**config.mk**
```make
export PLATFORM = sky130hd
export DESIGN_NAME = refinement_transform_stack
export DESIGN_NICKNAME = d
export VERILOG_FILES = /design/src/rtl/core/rts_pkg.sv /design/src/rtl/core/rts_ram.sv /design/src/rtl/core/rts_compose.sv /design/src/rtl/core/refinement_transform_stack.sv
export SDC_FILE = /design/constraint.sdc
export NUM_CORES = 2
export LEC_CHECK = 0
export ABC_AREA = 1
export BUFFER_PORTS_ARGS = -buffer_cell sky130_fd_sc_hd__buf_2
export CAP_MARGIN = 20
export CORE_MARGIN = 1
export CORE_UTILIZATION = 50
export CTS_CLUSTER_DIAMETER = 120
export DETAILED_ROUTE_END_ITERATION = 8
export PLACE_DENSITY = 0.68
export SLEW_MARGIN = 10
export SYNTH_ARGS = -nofsm -noshare
export SYNTH_HDL_FRONTEND = slang
export SYNTH_SLANG_ARGS = --single-unit
```
**constraint.sdc**
```tcl
create_clock -name clk -period 15.7 [get_ports clk]
set_clock_uncertainty 0.1 [all_clocks]
set_input_delay 1.57 -clock clk [delete_from_list [all_inputs] [get_ports clk]]
set_output_delay 1.57 -clock clk [all_outputs]
set_load 0.02 [all_outputs]
```
**src/rtl/core/rts_pkg.sv**
```systemverilog
// ----------------------------------------------------------------------------
// rts_pkg
// Shared types, codes and child tables of the refinement transform stack.
// ----------------------------------------------------------------------------
package rts_pkg;

    // Field widths fixed by the interface
    localparam int PATH_W  = 46;
    localparam int CHILD_W = 4;
    localparam int MODE_W  = 2;
    localparam int FAULT_W = 2;
    localparam int OUT_W   = 32;
    localparam int LEVEL_W = 4;

    // Defaults for the top level parameters
    localparam int MAX_LEVEL_DEF = 15;
    localparam int FRAC_BITS_DEF = 30;

    // Identity child and its path digit
    localparam logic [CHILD_W-1:0] CHILD_IDENTITY = 4'd8;
    localparam logic [CHILD_W-1:0] DIGIT_IDENTITY = 4'd9;

    // Request modes
    localparam logic [MODE_W-1:0] MODE_PUSH  = 2'd0;
    localparam logic [MODE_W-1:0] MODE_POP   = 2'd1;
    localparam logic [MODE_W-1:0] MODE_SET   = 2'd2;
    localparam logic [MODE_W-1:0] MODE_RESET = 2'd3;

    // Fault codes
    localparam logic [FAULT_W-1:0] FAULT_OK       = 2'd0;
    localparam logic [FAULT_W-1:0] FAULT_TOO_DEEP = 2'd1;
    localparam logic [FAULT_W-1:0] FAULT_EMPTY    = 2'd2;

    // Factor applied to a parent scale: 1, 1/2, -1/2 or 0
    typedef enum logic [1:0] {
        FACT_ONE,
        FACT_HALF,
        FACT_NHALF,
        FACT_ZERO
    } factor_t;

    // Factors of one child: x scale, y scale, x offset, y offset
    typedef struct packed {
        factor_t sx;
        factor_t sy;
        factor_t ox;
        factor_t oy;
    } child_row_t;

    localparam child_row_t IDENT_ROW = '{FACT_ONE, FACT_ONE, FACT_ZERO, FACT_ZERO};

    // Controller states
    typedef enum logic [2:0] {
        S_IDLE,
        S_PUSH,
        S_SHOW,
        S_DECODE,
        S_SET_RD
    } state_t;

    // Input request
    typedef struct packed {
        logic [MODE_W-1:0]  mode;
        logic [CHILD_W-1:0] child;
        logic [PATH_W-1:0]  path_in;
    } req_t;

    // Result
    typedef struct packed {
        logic signed [OUT_W-1:0] scale_x;
        logic signed [OUT_W-1:0] scale_y;
        logic signed [OUT_W-1:0] offset_x;
        logic signed [OUT_W-1:0] offset_y;
        logic [LEVEL_W-1:0]      level;
        logic [PATH_W-1:0]       path_out;
        logic [FAULT_W-1:0]      fault;
    } rsp_t;

    // Child table lookup; children above seven (quad) or above three (triangle) fall to the identity row
    function automatic child_row_t child_row(input logic is_tri,
                                             input logic [CHILD_W-1:0] child);
        child_row_t row;
        begin
            row = IDENT_ROW;
            if (is_tri)
            begin
                case (child)
                    4'd0:    row = '{FACT_HALF,  FACT_HALF,  FACT_NHALF, FACT_NHALF};
                    4'd1:    row = '{FACT_HALF,  FACT_HALF,  FACT_HALF,  FACT_NHALF};
                    4'd2:    row = '{FACT_HALF,  FACT_HALF,  FACT_NHALF, FACT_HALF};
                    4'd3:    row = '{FACT_NHALF, FACT_NHALF, FACT_NHALF, FACT_NHALF};
                    default: row = IDENT_ROW;
                endcase
            end
            else
            begin
                case (child)
                    4'd0:    row = '{FACT_HALF, FACT_HALF, FACT_NHALF, FACT_NHALF};
                    4'd1:    row = '{FACT_HALF, FACT_HALF, FACT_HALF,  FACT_NHALF};
                    4'd2:    row = '{FACT_HALF, FACT_HALF, FACT_HALF,  FACT_HALF};
                    4'd3:    row = '{FACT_HALF, FACT_HALF, FACT_NHALF, FACT_HALF};
                    4'd4:    row = '{FACT_ONE,  FACT_HALF, FACT_ZERO,  FACT_NHALF};
                    4'd5:    row = '{FACT_ONE,  FACT_HALF, FACT_ZERO,  FACT_HALF};
                    4'd6:    row = '{FACT_HALF, FACT_ONE,  FACT_NHALF, FACT_ZERO};
                    4'd7:    row = '{FACT_HALF, FACT_ONE,  FACT_HALF,  FACT_ZERO};
                    default: row = IDENT_ROW;
                endcase
            end
            return row;
        end
    endfunction

endpackage

```
**src/rtl/core/rts_ram.sv**
```systemverilog
// ----------------------------------------------------------------------------
// rts_ram
// Generic single write port, single read port RAM with registered read.
// ----------------------------------------------------------------------------
module rts_ram #(
    parameter int WIDTH = 8,
    parameter int DEPTH = 16,
    parameter int AW    = (DEPTH > 1) ? $clog2(DEPTH) : 1
) (
    input  logic             clk,
    input  logic             we,
    input  logic [AW-1:0]    waddr,
    input  logic [WIDTH-1:0] wdata,
    input  logic             re,
    input  logic [AW-1:0]    raddr,
    output logic [WIDTH-1:0] rdata
);

    logic [WIDTH-1:0] mem [DEPTH];

    // Write port
    always_ff @(posedge clk)
    begin
        if (we)
        begin
            mem[waddr] <= wdata;
        end
    end

    // Registered read port
    always_ff @(posedge clk)
    begin
        if (re)
        begin
            rdata <= mem[raddr];
        end
    end

endmodule

```
**src/rtl/core/rts_compose.sv**
```systemverilog
// ----------------------------------------------------------------------------
// rts_compose
// Composes the parent transform with the factors of one child map.
// ----------------------------------------------------------------------------
module rts_compose #(
    parameter int FRAC_BITS = rts_pkg::FRAC_BITS_DEF,
    parameter int W         = FRAC_BITS + 2
) (
    input  logic [4*W-1:0]         src,
    input  rts_pkg::child_row_t    row,
    output logic [4*W-1:0]         dst
);
    import rts_pkg::*;

    logic signed [W-1:0] sx;
    logic signed [W-1:0] sy;
    logic signed [W-1:0] ox;
    logic signed [W-1:0] oy;
    logic signed [W-1:0] nsx;
    logic signed [W-1:0] nsy;
    logic signed [W-1:0] nox;
    logic signed [W-1:0] noy;

    // Times 1, 1/2 or -1/2 (halving rounds toward minus infinity), or 0
    function automatic logic signed [W-1:0] apply(input logic signed [W-1:0] v,
                                                  input factor_t f);
        logic signed [W-1:0] neg;
        begin
            neg = -v;
            case (f)
                FACT_ONE:   return v;
                FACT_HALF:  return v >>> 1;
                FACT_NHALF: return neg >>> 1;
                default:    return '0;
            endcase
        end
    endfunction

    assign {sx, sy, ox, oy} = src;

    // Offsets move by the parent scale times the child factor
    always_comb
    begin
        nsx = apply(sx, row.sx);
        nsy = apply(sy, row.sy);
        nox = apply(sx, row.ox) + ox;
        noy = apply(sy, row.oy) + oy;
    end

    assign dst = {nsx, nsy, nox, noy};

endmodule

```
**src/rtl/core/refinement_transform_stack.sv**
```systemverilog
// ----------------------------------------------------------------------------
// refinement_transform_stack
// Stack of axis-aligned scale/offset transforms for nested element refinement.
// ----------------------------------------------------------------------------
// Usage
//   Request channel: raise start with req; it is taken at a clock edge where
//   busy is low. Modes: push child, pop, set from a base-8 path, reset.
//   Result channel: done is high for exactly one cycle with res holding the
//   top transform (Q2.30), depth, path and fault; the receiver cannot stall,
//   so res must be captured in that cycle.
//   Configuration: cfg_data selects the triangle (1) or quad (0) child table;
//   cfg_ready is always high, write only while the block is idle.
// Sequence
//   Push, pop and reset: the result is registered from the S_PUSH or S_SHOW
//   state, and a new request can be taken in the cycle done is shown.
//   Set: S_DECODE stores one path digit per step, then each digit is pushed
//   through S_SET_RD and S_PUSH; an empty or too-deep path goes to S_SHOW.
//   Each push is a registered read of the top entry from the transform RAM
//   followed by a compose and write of the next entry.
// Reset
//   Level, path and table select clear; entry zero is the fixed identity and
//   is never held in the RAM, so no clearing pass is needed.
// ----------------------------------------------------------------------------
module refinement_transform_stack #(
    parameter int MAX_LEVEL = rts_pkg::MAX_LEVEL_DEF,
    parameter int FRAC_BITS = rts_pkg::FRAC_BITS_DEF
) (
    input  logic          clk,
    input  logic          rst_n,
    input  logic          start,
    output logic          busy,
    input  rts_pkg::req_t req,
    output logic          done,
    output rts_pkg::rsp_t res,
    input  logic          cfg_valid,
    output logic          cfg_ready,
    input  logic          cfg_data
);
    import rts_pkg::*;

    localparam int W     = FRAC_BITS + 2;
    localparam int XW    = 4 * W;
    localparam int DEPTH = MAX_LEVEL + 1;
    localparam int LW    = $clog2(DEPTH);

    localparam logic [LW-1:0]       LEVEL_MAX = LW'(MAX_LEVEL);
    localparam logic signed [W-1:0] ONE_FX    = W'(1) <<< FRAC_BITS;
    localparam logic [XW-1:0]       IDENT_XF  = {ONE_FX, ONE_FX, {W{1'b0}}, {W{1'b0}}};

    state_t              state_reg, state_next;
    logic [LW-1:0]       level_reg, level_next;
    logic [PATH_W-1:0]   path_reg, path_next;
    logic                element_is_triangle_reg;
    logic [LW-1:0]       cnt_reg, cnt_next;
    logic [FAULT_W-1:0]  fault_reg, fault_next;
    logic                done_reg, done_next;
    logic [CHILD_W-1:0]  child_reg, child_next;
    logic [PATH_W-1:0]   idx_reg, idx_next;
    rsp_t                res_reg, res_next;
    logic [2:0]          digit_reg [DEPTH];

    logic                accept;
    logic                digit_we;
    logic [PATH_W-1:0]   idx_dec;
    logic                ram_we;
    logic                ram_re;
    logic [LW-1:0]       ram_waddr;
    logic [LW-1:0]       ram_raddr;
    logic [XW-1:0]       ram_rdata;
    logic [XW-1:0]       top_xf;
    logic [XW-1:0]       new_xf;
    child_row_t          row;
    logic [CHILD_W-1:0]  path_digit;
    logic [PATH_W-1:0]   pushed_path;

    assign busy      = (state_reg != S_IDLE);
    assign accept    = start && !busy;
    assign cfg_ready = 1'b1;
    assign done      = done_reg;
    assign res       = res_reg;

    // Transform store, entries one to MAX_LEVEL
    rts_ram #(
        .WIDTH (XW),
        .DEPTH (DEPTH),
        .AW    (LW)
    ) u_store (
        .clk   (clk),
        .we    (ram_we),
        .waddr (ram_waddr),
        .wdata (new_xf),
        .re    (ram_re),
        .raddr (ram_raddr),
        .rdata (ram_rdata)
    );

    // Top entry: level zero is the fixed identity
    assign top_xf = (level_reg == '0) ? IDENT_XF : ram_rdata;
    assign row    = child_row(element_is_triangle_reg, child_reg);

    rts_compose #(
        .FRAC_BITS (FRAC_BITS),
        .W         (W)
    ) u_compose (
        .src (top_xf),
        .row (row),
        .dst (new_xf)
    );

    // Path after a push: append child+1; the identity child and any above it give digit nine
    assign path_digit  = (child_reg > CHILD_IDENTITY) ? DIGIT_IDENTITY : child_reg + 1'b1;
    assign pushed_path = {path_reg[PATH_W-4:0], 3'b000} + PATH_W'(path_digit);

    // One path digit per decode step
    assign idx_dec = idx_reg - 1'b1;

    // Next state
    always_comb
    begin
        state_next = state_reg;
        case (state_reg)
            S_IDLE:
            begin
                if (accept)
                begin
                    case (req.mode)
                        MODE_PUSH: state_next = (level_reg == LEVEL_MAX) ? S_SHOW : S_PUSH;
                        MODE_SET:  state_next = S_DECODE;
                        default:   state_next = S_SHOW;
                    endcase
                end
            end
            S_PUSH:
            begin
                state_next = (cnt_reg == '0) ? S_IDLE : S_SET_RD;
            end
            S_SHOW:
            begin
                state_next = S_IDLE;
            end
            S_DECODE:
            begin
                if (idx_reg == '0)
                begin
                    state_next = (cnt_reg == '0) ? S_SHOW : S_SET_RD;
                end
                else if (cnt_reg == LEVEL_MAX)
                begin
                    state_next = S_SHOW;
                end
            end
            S_SET_RD:
            begin
                state_next = S_PUSH;
            end
            default:
            begin
                state_next = S_IDLE;
            end
        endcase
    end

    // Outputs and datapath
    always_comb
    begin
        level_next = level_reg;
        path_next  = path_reg;
        cnt_next   = cnt_reg;
        fault_next = fault_reg;
        done_next  = 1'b0;
        child_next = child_reg;
        idx_next   = idx_reg;
        res_next   = res_reg;
        digit_we   = 1'b0;
        ram_we     = 1'b0;
        ram_re     = 1'b0;
        ram_waddr  = level_reg + 1'b1;
        ram_raddr  = level_reg;
        case (state_reg)
            S_IDLE:
            begin
                if (accept)
                begin
                    fault_next = FAULT_OK;
                    child_next = req.child;
                    cnt_next   = '0;
                    case (req.mode)
                        MODE_PUSH:
                        begin
                            ram_re = 1'b1;
                            if (level_reg == LEVEL_MAX)
                            begin
                                fault_next = FAULT_TOO_DEEP;
                            end
                        end
                        MODE_POP:
                        begin
                            if (level_reg == '0)
                            begin
                                fault_next = FAULT_EMPTY;
                            end
                            else
                            begin
                                ram_re     = 1'b1;
                                ram_raddr  = level_reg - 1'b1;
                                level_next = level_reg - 1'b1;
                                path_next  = (path_reg - 1'b1) >> 3;
                            end
                        end
                        MODE_SET:
                        begin
                            level_next = '0;
                            path_next  = '0;
                            idx_next   = req.path_in;
                        end
                        default:
                        begin
                            level_next = '0;
                            path_next  = '0;
                        end
                    endcase
                end
            end
            S_PUSH:
            begin
                ram_we     = 1'b1;
                level_next = level_reg + 1'b1;
                path_next  = pushed_path;
                if (cnt_reg == '0)
                begin
                    done_next         = 1'b1;
                    res_next.scale_x  = OUT_W'($signed(new_xf[4*W-1:3*W]));
                    res_next.scale_y  = OUT_W'($signed(new_xf[3*W-1:2*W]));
                    res_next.offset_x = OUT_W'($signed(new_xf[2*W-1:W]));
                    res_next.offset_y = OUT_W'($signed(new_xf[W-1:0]));
                    res_next.level    = LEVEL_W'(level_reg + 1'b1);
                    res_next.path_out = pushed_path;
                    res_next.fault    = fault_reg;
                end
            end
            S_SHOW:
            begin
                done_next         = 1'b1;
                res_next.scale_x  = OUT_W'($signed(top_xf[4*W-1:3*W]));
                res_next.scale_y  = OUT_W'($signed(top_xf[3*W-1:2*W]));
                res_next.offset_x = OUT_W'($signed(top_xf[2*W-1:W]));
                res_next.offset_y = OUT_W'($signed(top_xf[W-1:0]));
                res_next.level    = LEVEL_W'(level_reg);
                res_next.path_out = path_reg;
                res_next.fault    = fault_reg;
            end
            S_DECODE:
            begin
                if (idx_reg != '0)
                begin
                    if (cnt_reg == LEVEL_MAX)
                    begin
                        // path longer than the stack: leave it reset
                        fault_next = FAULT_TOO_DEEP;
                        cnt_next   = '0;
                    end
                    else
                    begin
                        digit_we = 1'b1;
                        idx_next = idx_dec >> 3;
                        cnt_next = cnt_reg + 1'b1;
                    end
                end
            end
            S_SET_RD:
            begin
                // most significant digit is pushed first
                ram_re     = 1'b1;
                child_next = {1'b0, digit_reg[cnt_reg - 1'b1]};
                cnt_next   = cnt_reg - 1'b1;
            end
            default:
            begin
                done_next = 1'b0;
            end
        endcase
    end

    // Control registers
    always_ff @(posedge clk or negedge rst_n)
    begin
        if (!rst_n)
        begin
            state_reg               <= S_IDLE;
            level_reg               <= '0;
            path_reg                <= '0;
            element_is_triangle_reg <= 1'b0;
            cnt_reg                 <= '0;
            fault_reg               <= FAULT_OK;
            done_reg                <= 1'b0;
        end
        else
        begin
            state_reg <= state_next;
            level_reg <= level_next;
            path_reg  <= path_next;
            cnt_reg   <= cnt_next;
            fault_reg <= fault_next;
            done_reg  <= done_next;
            if (cfg_valid && cfg_ready)
            begin
                element_is_triangle_reg <= cfg_data;
            end
        end
    end

    // Payload registers
    always_ff @(posedge clk)
    begin
        child_reg <= child_next;
        idx_reg   <= idx_next;
        res_reg   <= res_next;
        if (digit_we)
        begin
            digit_reg[cnt_reg] <= idx_dec[2:0];
        end
    end

    // Checks
    a_level_range: assert property (@(posedge clk) disable iff (!rst_n)
        level_reg <= LEVEL_MAX)
        else $error("stack level above maximum");

    a_no_write_entry0: assert property (@(posedge clk) disable iff (!rst_n)
        ram_we |-> (ram_waddr != '0))
        else $error("write to identity entry");

    a_done_source: assert property (@(posedge clk) disable iff (!rst_n)
        done_reg |-> ($past(state_reg) == S_PUSH || $past(state_reg) == S_SHOW))
        else $error("result strobe without finishing state");

    a_done_idle: assert property (@(posedge clk) disable iff (!rst_n)
        done_reg |-> (state_reg == S_IDLE))
        else $error("result shown while busy");

    a_empty_level: assert property (@(posedge clk) disable iff (!rst_n)
        (done_reg && res_reg.fault == FAULT_EMPTY) |-> (res_reg.level == '0))
        else $error("empty fault with nonzero level");

endmodule

```
==> metrics <==
status=complete, no violations; Net Sw Frac=41.4%; endpoint type of the worst setup path=flip-flop; Area contributors post-synth=edfxtp_1, o21ai_0, nor2_1, nand2_1, o22ai_1; Clock Tree Buf Depth=4; initial antenna violation count=13; count of different cell masters after synthesis=64; setup slack at placement=8730 ps; hpwl dp=186 mm; global-route wire length before repair=486 mm; Total GRT Usage=29.5%; LEAKAGE=0.0426 uW; Min-Delay Path Class=reg2reg; worst stage delay on the critical path=900 ps; clock power share=22.1%; CTS tree=built; Power Dens Cells=236 nW/um^2; Setup Buffers After CTS=0; Seq/Total Area, Yosys=68.8%; VDD IR max=222 uV; Layout Area Growth over Synthesis=11.8%; H-Tree Depth=5; Setup TNS=0 ps; Mapped Cells=9597; crit path launch type=flip-flop; Worst-Margin Slew=1160 ps; Ports=240; Starting Density=50.4%; CTS resizes=0; Synth Cell Area=110000 sq um; worst setup margin=8790 ps; Post-Route WL=334 mm; crit path kind=reg2reg; Most used DFF post-synth=edfxtp_1; Die W=470 um; share of cells above drive strength 1=9.06%; cell-internal power=16900 uW; WL/cell=26.2 um; vias per inst=6.14; WHS=352 ps; Seq pwr share=37.7%; worst rel slew slack=21.9%; DR iter-0 viols=10000; placed cell count=12300; worst-path cell chain=inv_1 > ha_1 > nand2_2 > nor2_4 > buf_4 > buf_4 > nor2_2 > nor2_2 > nand2_1 > nor3_2 > nand2_2 > nor2_2 > nand2_1 > nand3_1 > o221ai_1 > ha_1 > nand2_1 > nor2_1 > inv_1 > nor3_1 > nand3_1 > nand3b_1 > a21oi_1 > xnor2_1; Final Hold Fails=0; Avg Cell Area, Syn=11.4 sq um; Max-cap violations=0; PortBufs=238; Synth async-reset ratio=2.42%; CP Data Required Time=16150 ps; Yosys top cell by area=edfxtp_1; GPL Wtd Cong=0.970; Worst-path clk slew=70 ps; RSZ-0062 raised after global routing=no; EDFF count, synth=2454; pin count of the biggest net entering global routing=215; DRC=0; min Tclk post-route=6910 ps; max FFs per register=2048; core area=217000 sq um; post-synth top area share=67.3%; worst-path fanout max=54; Die Height=470 um; Setup violations, final=0; DRT Pass-1 Iters=6; Worst-Skew Late Latency=950 ps; final core occ=56.3%; via count=78400; Comb power frac=40.2%; Max Fclk=145 MHz; Non-Filler Instances=12800; vias in the first global route=74000; switching power=12000 uW; YS warnings=0; period utilization=44.0%; GR Overflow Total=0; fin nets=9875; #FFs+latches synth=2521; ANT nets after route=0; clk sinks=2521; fin. max-slew vios=0; die area=221000 sq um; CTS buffer count=279; slowest CP cell=xnor2_1; Fill cells=17800; Cell Rows=171; Critical Path AT=7370 ps; Root Driver=clkbuf_16; CTS Hold Bufs=0
-- final timing paths --
kind,end,start,cells after the start,slack [ps]
worst min register to register,res[1],fault_reg[1],0,350
max in group asynchronous,path_reg[25],rst_n,2,14140
min in group asynchronous,path_reg[45],rst_n,2,790
worst min-delay path,res[1],fault_reg[1],0,350
worst max-delay path,u_store.mem[1][26],level_reg[1],24,8790
worst max register to register,u_store.mem[1][26],level_reg[1],24,8790
-- cell type report --
| type | instances | area (sq um) | area share [%] |
|---|---|---|---|
| repair buffers | 411 | 2710 | 2.21 |
| clock buffers | 346 | 7380 | 6.03 |
| clock inverters | 120 | 1360 | 1.11 |
| inverters | 489 | 1880 | 1.53 |
| diodes | 8 | 20.0 | 0.0164 |
| well taps | 2854 | 3570 | 2.92 |
| multi-input cells | 6029 | 30200 | 24.6 |
| flip-flops and latches | 2521 | 75300 | 61.5 |
-- kinds of logic (layout without fill, tap and decap cells) --
group / count (synthesis) / count (layout) / share of synthesized area [%]
buffers and inverters: 1049 / 1366 / 3.89
multiplexers: 2 / 2 / 0.0183
adder cells (fa/ha/maj): 87 / 87 / 1.01
AO/OA/AOI/OAI: 2497 / 2497 / 12.9
AND/OR/NAND/NOR: 3262 / 3262 / 11.9
other: 2 / 12 / 0.00686
XOR/XNOR: 177 / 177 / 1.42
flip-flops: 2521 / 2521 / 68.8
-- layout by cell type, fill, tap and decap left out, drive strengths merged, types with 5 or more instances in the layout --
master,count
a21oi,116
a21o,7
nand2,1221
nand3b,11
xnor2,32
ha,85
xor2,145
or2,10
dfrtp,61
edfxtp,2454
o21ai,1590
o22ai,408
a31oi,18
dfxtp,6
o31ai,5
o211ai,158
clkinvlp,7
and2,14
buf,410
clkinv,85
bufinv,28
diode,8
nand3,217
inv,489
nor2,1645
o221ai,128
o21a,7
nor4,18
clkbuf,347
o21bai,17
nor3,79
nand4,37
a22oi,29
-- synth_stat cells, types with 32 or more instances --
cell type     n
o21ai_0    1418
xor2_1      145
nand3_1     216
nand4_1      36
buf_2       178
inv_1       461
dfrtp_1      61
o21ai_1     165
edfxtp_1   2454
o211ai_1    157
a21oi_1     116
nor3_1       71
xnor2_1      32
o221ai_1    128
nand2_1    1206
nor2_1     1624
clkbuf_1    338
o22ai_1     407
ha_1         85
-- critical path: cells and delay by family, from the launching register on --
kind                       cells  cell delay (ps)
AOI/OAI and AO/OA              2              290
buffers and inverters          4             1550
xor gates and xnor gates       1              900
adders and majority gates      2              710
and+or+nand+nor               15             2450
DFF                            1              460
-- power by group through the flow --
stage          clock network, uW  logic, uW  registers [uW]
6_report                    6380      11600           10900
5_1_grt                     6670      12500           10900
4_1_cts                     6430      11400           10900
3_5_place_dp                   0      11300           11000
3_3_place_gp                   0      11000           11000
2_1_floorplan                  0       6760           11300
-- per-layer routing --
layer  vias to the layer above  routed length (um)  part of all wire, %  global-route usage (%)
li1                      34800                   -                    -                       -
met1                     38500              131000                   39                    39.8
met2                      4307              155000                   46                    46.7
met3                       861               30400                  9.1                    4.24
met4                         8               18700                  5.6                    15.2
met5                         -                  60                0.018                       0
-- through the flow --
| stage | area (sq um) | power (uW) |
|---|---|---|
| 2_1_floorplan | 110000 | 18100 |
| 6_report | 122000 | 28900 |
| 4_1_cts | 122000 | 28700 |
| 3_3_place_gp | 113000 | 22000 |
| 3_5_place_dp | 113000 | 22300 |
| 5_1_grt | 122000 | 30100 |
No activity file was read; power rests on OpenSTA's default activity.
